--- src/hdl/bol_pkg.sv ---
// ----------------------------------------------------------------------------
// bol_pkg: shared types and constants for the bounded ordered list
// Operation codes, sequencer states and default sizing.
// ----------------------------------------------------------------------------
package bol_pkg;

  // default list capacity
  localparam int CAPACITY_DEF = 16;

  // payload widths
  localparam int VALUE_W = 32;
  localparam int COUNT_W = 5;
  localparam int OUT_TDATA_W = 8;

  // operation codes carried on in_tuser
  typedef enum logic [1:0] {
    OP_INSERT = 2'd0,
    OP_SEARCH = 2'd1,
    OP_REMOVE = 2'd2,
    OP_CLEAR  = 2'd3
  } op_t;

  // sequencer states
  typedef enum logic [2:0] {
    ST_IDLE,
    ST_SCAN_RD,
    ST_SCAN_CMP,
    ST_SHIFT_CHK,
    ST_SHIFT_WR,
    ST_DONE
  } state_t;

endpackage

--- src/hdl/bounded_ordered_list.sv ---
// ----------------------------------------------------------------------------
// bounded_ordered_list: newest-first list of signed 32-bit values
// Insert at head, search, remove first match from head, clear. One result
// transaction per input transaction with found, full_refused and entry_count.
// ----------------------------------------------------------------------------
//
//  channel | direction | tdata                           | tuser
//  --------+-----------+---------------------------------+-----------
//  in_     | slave     | [31:0] value                    | [1:0] op
//  out_    | master    | [0] found [1] full_refused      | -
//          |           | [6:2] entry_count [7] zero      |
//
//  Steps: insert and clear go from accept to the final state. Search and
//  remove scan from the head, a read and a compare state per entry.
//  A remove that matches then moves each entry after the match one place
//  toward the tail, a check and a write state per entry, and settles the
//  count in a last check state. The value memory has one read port.
//  Reset clears count, state and out_valid; memory needs no clearing pass.
//  The next input is taken once the result sits in the output register;
//  a stalled output holds the sequencer in its final state.
//
module bounded_ordered_list #(
  parameter int CAPACITY = bol_pkg::CAPACITY_DEF
) (
  input  logic                            clk,
  input  logic                            rst_n,
  // input channel
  input  logic                            in_tvalid,
  output logic                            in_tready,
  input  logic [bol_pkg::VALUE_W-1:0]     in_tdata,   // [31:0] value
  input  logic [1:0]                      in_tuser,   // [1:0] op
  // result channel
  output logic                            out_tvalid,
  input  logic                            out_tready,
  output logic [bol_pkg::OUT_TDATA_W-1:0] out_tdata   // found, full_refused, entry_count
);

  localparam int IDX_W = (CAPACITY > 1) ? $clog2(CAPACITY) : 1;
  localparam int CNT_W = $clog2(CAPACITY + 1);

  // Physical layout: entry 0 is the oldest (tail), entry count-1 the head.

  // registers
  bol_pkg::state_t               state_r, state_nxt;
  bol_pkg::op_t                  op_r, op_nxt;
  logic [bol_pkg::VALUE_W-1:0]   key_r, key_nxt;
  logic [CNT_W-1:0]              count_r, count_nxt;
  logic [IDX_W-1:0]              idx_r, idx_nxt;
  logic                          found_r, found_nxt;
  logic                          refused_r, refused_nxt;
  logic                          out_valid_r, out_valid_nxt;
  logic                          out_found_r, out_found_nxt;
  logic                          out_refused_r, out_refused_nxt;
  logic [bol_pkg::COUNT_W-1:0]   out_count_r, out_count_nxt;
  logic [bol_pkg::VALUE_W-1:0]   rd_data_r;

  // memory port
  logic [bol_pkg::VALUE_W-1:0]   mem [CAPACITY];
  logic                          mem_we;
  logic [IDX_W-1:0]              mem_waddr;
  logic [bol_pkg::VALUE_W-1:0]   mem_wdata;
  logic [IDX_W-1:0]              rd_addr;

  // helpers
  logic                          in_fire;
  logic                          out_free;
  logic [CNT_W-1:0]              idx_plus1;
  logic [CNT_W+bol_pkg::COUNT_W-1:0] count_ext;

  assign in_fire   = in_tvalid && in_tready;
  assign out_free  = !out_valid_r || out_tready;
  assign idx_plus1 = CNT_W'(idx_r) + CNT_W'(1);
  assign count_ext = {{bol_pkg::COUNT_W{1'b0}}, count_r};

  // value memory: one write and one registered read per cycle
  always_ff @(posedge clk) begin
    if (mem_we) begin
      mem[mem_waddr] <= mem_wdata;
    end
    rd_data_r <= mem[rd_addr];
  end

  // control registers
  always_ff @(posedge clk) begin
    if (!rst_n) begin
      state_r     <= bol_pkg::ST_IDLE;
      count_r     <= '0;
      out_valid_r <= 1'b0;
    end else begin
      state_r     <= state_nxt;
      count_r     <= count_nxt;
      out_valid_r <= out_valid_nxt;
    end
  end

  // payload registers
  always_ff @(posedge clk) begin
    op_r          <= op_nxt;
    key_r         <= key_nxt;
    idx_r         <= idx_nxt;
    found_r       <= found_nxt;
    refused_r     <= refused_nxt;
    out_found_r   <= out_found_nxt;
    out_refused_r <= out_refused_nxt;
    out_count_r   <= out_count_nxt;
  end

  // sequencer
  always_comb begin
    state_nxt       = state_r;
    op_nxt          = op_r;
    key_nxt         = key_r;
    count_nxt       = count_r;
    idx_nxt         = idx_r;
    found_nxt       = found_r;
    refused_nxt     = refused_r;
    out_valid_nxt   = out_valid_r && !out_tready;
    out_found_nxt   = out_found_r;
    out_refused_nxt = out_refused_r;
    out_count_nxt   = out_count_r;
    mem_we          = 1'b0;
    mem_waddr       = idx_r;
    mem_wdata       = rd_data_r;
    rd_addr         = idx_r;
    in_tready       = (state_r == bol_pkg::ST_IDLE);

    unique case (state_r)
      bol_pkg::ST_IDLE: begin
        if (in_fire) begin
          op_nxt      = bol_pkg::op_t'(in_tuser);
          key_nxt     = in_tdata;
          found_nxt   = 1'b0;
          refused_nxt = 1'b0;
          unique case (bol_pkg::op_t'(in_tuser))
            bol_pkg::OP_INSERT: begin
              if (count_r == CNT_W'(CAPACITY)) begin
                refused_nxt = 1'b1;
              end else begin
                mem_we    = 1'b1;
                mem_waddr = IDX_W'(count_r);
                mem_wdata = in_tdata;
                count_nxt = count_r + CNT_W'(1);
              end
              state_nxt = bol_pkg::ST_DONE;
            end
            bol_pkg::OP_CLEAR: begin
              count_nxt = '0;
              state_nxt = bol_pkg::ST_DONE;
            end
            default: begin
              // search or remove: scan from the head downward
              if (count_r == '0) begin
                state_nxt = bol_pkg::ST_DONE;
              end else begin
                idx_nxt   = IDX_W'(count_r - CNT_W'(1));
                state_nxt = bol_pkg::ST_SCAN_RD;
              end
            end
          endcase
        end
      end

      bol_pkg::ST_SCAN_RD: begin
        rd_addr   = idx_r;
        state_nxt = bol_pkg::ST_SCAN_CMP;
      end

      bol_pkg::ST_SCAN_CMP: begin
        if (rd_data_r == key_r) begin
          found_nxt = 1'b1;
          state_nxt = (op_r == bol_pkg::OP_REMOVE) ? bol_pkg::ST_SHIFT_CHK
                                                   : bol_pkg::ST_DONE;
        end else if (idx_r == '0) begin
          state_nxt = bol_pkg::ST_DONE;
        end else begin
          idx_nxt   = idx_r - IDX_W'(1);
          state_nxt = bol_pkg::ST_SCAN_RD;
        end
      end

      // close the gap: move each newer entry one place toward the tail
      bol_pkg::ST_SHIFT_CHK: begin
        if (idx_plus1 < count_r) begin
          rd_addr   = IDX_W'(idx_plus1);
          state_nxt = bol_pkg::ST_SHIFT_WR;
        end else begin
          count_nxt = count_r - CNT_W'(1);
          state_nxt = bol_pkg::ST_DONE;
        end
      end

      bol_pkg::ST_SHIFT_WR: begin
        mem_we    = 1'b1;
        mem_waddr = idx_r;
        mem_wdata = rd_data_r;
        idx_nxt   = IDX_W'(idx_plus1);
        state_nxt = bol_pkg::ST_SHIFT_CHK;
      end

      bol_pkg::ST_DONE: begin
        if (out_free) begin
          out_valid_nxt   = 1'b1;
          out_found_nxt   = found_r;
          out_refused_nxt = refused_r;
          out_count_nxt   = count_ext[bol_pkg::COUNT_W-1:0];
          state_nxt       = bol_pkg::ST_IDLE;
        end
      end

      default: begin
        state_nxt = bol_pkg::ST_IDLE;
      end
    endcase
  end

  // result port
  assign out_tvalid = out_valid_r;
  assign out_tdata  = {1'b0, out_count_r, out_refused_r, out_found_r};

  // checks
  a_count_bound: assert property (@(posedge clk) disable iff (!rst_n)
    count_r <= CNT_W'(CAPACITY))
    else $error("list count above capacity");

  a_result_from_done: assert property (@(posedge clk) disable iff (!rst_n)
    $rose(out_valid_r) |-> $past(state_r == bol_pkg::ST_DONE))
    else $error("result raised outside final state");

  a_refused_not_found: assert property (@(posedge clk) disable iff (!rst_n)
    out_valid_r && out_refused_r |-> !out_found_r)
    else $error("refused insert reports a match");

  a_clear_empties: assert property (@(posedge clk) disable iff (!rst_n)
    in_fire && (in_tuser == bol_pkg::OP_CLEAR) |=> count_r == '0)
    else $error("clear left entries");

  a_shift_only_remove: assert property (@(posedge clk) disable iff (!rst_n)
    (state_r == bol_pkg::ST_SHIFT_WR) |-> (op_r == bol_pkg::OP_REMOVE) && found_r)
    else $error("entry move outside a matched remove");

endmodule
--- config.mk ---
export PLATFORM = sky130hd
export DESIGN_NAME = bounded_ordered_list
export DESIGN_NICKNAME = d
export VERILOG_FILES = /design/src/hdl/bol_pkg.sv /design/src/hdl/bounded_ordered_list.sv
export SDC_FILE = /design/constraint.sdc
export NUM_CORES = 1
export LEC_CHECK = 0
export ABC_AREA = 1
export BUFFER_PORTS_ARGS = -buffer_cell sky130_fd_sc_hd__buf_4
export CAP_MARGIN = 20
export CELL_PAD_IN_SITES_DETAIL_PLACEMENT = 1
export CELL_PAD_IN_SITES_GLOBAL_PLACEMENT = 1
export CORE_MARGIN = 2
export CORE_UTILIZATION = 55
export CTS_CLUSTER_DIAMETER = 30
export DETAILED_ROUTE_END_ITERATION = 8
export PLACE_DENSITY_LB_ADDON = 0.1
export SLEW_MARGIN = 20
export SYNTH_ARGS = -nofsm -noshare
export SYNTH_HDL_FRONTEND = slang
export SYNTH_SLANG_ARGS = --single-unit
--- constraint.sdc ---
create_clock -name clk -period 15 [get_ports clk]
set_clock_uncertainty 0.05 [all_clocks]
set_input_delay 3 -clock clk [delete_from_list [all_inputs] [get_ports clk]]
set_output_delay 3 -clock clk [all_outputs]
set_load 0.01 [all_outputs]
==> results by group <==
Worst setup path
  • Worst setup EP type: flop
  • Arr. time, crit path: 6.58 ns
  • Crit path max fanout: 50
  • Crit path required time: 15.29 ns
  • Reg-to-Reg Start: idx_r[0]
  • CP startpoint: in_tvalid
  • Critical Path End: mem[0][21]
  • Worst reg2reg setup slack: 8.89 ns
  • Worst Reg-to-Reg Cells: 17
  • Crit path kind: input port to flop
  • Critical path launch point type: input port
  • FF-to-FF End: rd_data_r[24]

Timing
  • Fin. Hold Viols: 0
  • Slew HR: 24.97%
  • Max Fclk: 158.9 MHz
  • Post-layout min period: 6.292 ns
  • TNS Setup: 0 ns
  • Worst-Margin Slew: 1.125 ns
  • Period utilization: 41.95%
  • Final setup fails: 0
  • Max-slew violations: 0
  • RSZ-0062 raised after global routing: false

Clock network
  • Clk_lat worst skew: 0.71 ns
  • Clk slew on worst S/H paths: 0.04 ns
  • CTS hold repair buffers: 0
  • Clock Root Buffer: clkbuf_16
  • TritonCTS clock tree: built
  • Cts bufs inserted: 131
  • Setup bufs post-CTS: 0
  • CTS resizes: 0
  • Longest Clk Path Bufs: 3
  • TritonCTS sink count: 600
  • H-tree Lvls: 4

Placement
  • Area post-placement: 26640 µm²
  • Routability cong.: 0.8062
  • DPL Wire Length: 42880 µm
  • PortBufs: 46
  • Placed cells: 2909

Logic synthesis
  • Number of synthesized register bits: 600
  • Sequential element share of the synthesized area: 68.77%
  • Mapped Cells: 2341
  • Syn. warnings: 0
  • Count of cell types in the netlist: 34
  • Syn Nets: 2391
  • Mapped Area: 25600 µm²
  • Mean Syn Cell Area: 10.94 µm²

Global routing
  • Vias in the first global route: 20460
  • First-pass GRT wire length: 125200 µm
  • GRT Total Usage: 35.62%
  • Gr ovfl total: 0
  • Initial antenna violation count: 0
  • Largest net degree at the start of global routing: 97

Routing
  • Drt initial violations: 1836
  • Routed length per instance: 26.59 µm
  • First-pass DRT Iterations: 5
  • Vias per cell: 5.985
  • ANT nets after route: 0
  • DR vias: 18880
  • # DRC: 0
  • Final WL: 83850 µm

Pwr
  • Power, Total: 7.590 mW
  • PD cells: 243.5 nW/µm²
  • Worst vdd ir: 0.0001668 V
  • Pleak: 12.63 nW

Die
  • Chip width: 219.7 µm
  • Rows: 79
  • I/O pin count: 48
  • Die Ht: 219.7 µm
  • Area of the die: 48290 µm²
  • Starting density of the core: 55.34%
  • Core region area: 46260 µm²

Run status
  • Status: completed

Finish
  • Area Overhead vs Synth: 21.76%
  • Finished layout cell area: 31170 µm²
  • Nets: 2488
  • Non-filler cells, final: 3154
  • ANT cells: 0
  • Util after Layout: 67.39%
  • Layout cells sized above 1: 13.82%

Worst hold path
  • HP Start: found_r
  • HP Class: flop to flop

Job
  • Total of max-cap violations: 0
## power breakdown
group	total [mW]	leakage (nW)	internal [mW]	switching, mW
sequential	2.36	5.40	2.27	0.0921
combinational	2.34	5.09	0.556	1.79
clock	2.89	2.14	1.92	0.965
## synth_stat cells
master / n / area share, %
o22ai_1: 2 / 0.049
a31oi_1: 1 / 0.024
clkinv_1: 1 / 0.015
o221ai_1: 2 / 0.068
a21oi_1: 21 / 0.41
nor2_1: 56 / 0.82
inv_1: 280 / 4.1
nand2_1: 731 / 11
o21ai_1: 3 / 0.059
clkinv_2: 1 / 0.020
o211ai_1: 34 / 1.0
xor2_1: 6 / 0.21
dfxtp_1: 41 / 3.2
nand2_2: 1 / 0.024
nand3_1: 333 / 6.5
nor3_1: 1 / 0.020
clkbuf_1: 27 / 0.40
buf_4: 6 / 0.18
o41ai_1: 1 / 0.034
buf_2: 82 / 1.6
inv_2: 2 / 0.029
nand3b_1: 64 / 1.9
ha_1: 12 / 0.59
nand4_1: 3 / 0.073
conb_1: 1 / 0.015
edfxtp_1: 559 / 66
a211oi_1: 4 / 0.12
nand3_2: 1 / 0.039
mux2_2: 23 / 1.0
xnor2_1: 25 / 0.86
nor3b_1: 1 / 0.029
buf_1: 4 / 0.059
o21ai_0: 11 / 0.22
nor3_4: 1 / 0.064
## through the flow
step | hold WS, ns | setup slack (ns)
after floorplan | 0.3503 | 7.559
after global placement | 0.3563 | 8.321
after detailed placement | 0.3753 | 8.239
after CTS | 0.3973 | 8.744
after global routing | 0.4040 | 8.603
final | 0.3862 | 8.708
## cells by family (layout without fill, tap and decap cells)
group	count (synthesis)	count (layout)	synth area share, %
xor+xnor	31	31	1.061
flops	600	600	68.77
fa+ha+maj	12	12	0.5865
other cells	1	1	0.01465
mux	23	23	1.012
compound gates	79	79	1.974
buf+inv	403	609	6.402
simple gates	1192	1192	20.17
## layout by cell type, fill, tap and decap left out, types with 18 or more instances in the layout
master,Yosys,final
buf_4,6,75
clkbuf_16,0,134
clkinv_1,1,19
clkinv_2,1,18
dfxtp_1,41,41
edfxtp_1,559,559
inv_1,280,278
mux2_2,23,23
nand2_1,731,730
nand3_1,333,332
nand3b_1,64,64
nor2_1,56,39
o211ai_1,34,34
xnor2_1,25,25
## state kept, by name, summed over array words and instances, names as in the netlist
| name | cells |
|---|---|
| out_found_r | 1 |
| found_r | 1 |
| key_r | 32 |
| op_r | 2 |
| rd_data_r | 32 |
| idx_r | 4 |
| refused_r | 1 |
| out_refused_r | 1 |
| count_r | 5 |
| out_tvalid | 1 |
| out_count_r | 5 |
| state_r | 3 |
| mem | 512 |
## worst max-delay path: stages
cell and delay (ns):
buf_4 0.10, inv_1 0.06, nor2_4 0.09, buf_4 0.58
nand3_2 0.15, buf_4 0.38, o21ai_0 0.53, inv_1 0.13
nor2_1 0.14, nand2_1 0.28, nor2_4 0.57, buf_4 0.51
## layer usage
layer,global-route usage [%],part of all wire (%),up-vias
li1,-,-,8097
met5,0,0,-
met3,7.522,7.9,211
met1,44.02,38,9592
met4,15.41,3.1,0
met2,60.66,51,976
## worst min-delay path by stage
stage | endpoint | cells past startpoint
CTS | out_found_r | 0
global route | out_found_r | 0
detailed placement | out_refused_r | 0
finish | out_found_r | 0
floorplan | out_found_r | 0
global placement | out_refused_r | 0
## final cells by class
cell class              instances  area [µm²]
clock inverters                86       902.1
well taps                     607       759.5
multi-input cells            1338        6553
clock buffers                 156        3536
inverters                     284        1071
fillers                      4587       15090
flip-flops and latches        600       17610
repair buffers                 83       744.5
Note: power is estimated with default switching activity, not from simulation.
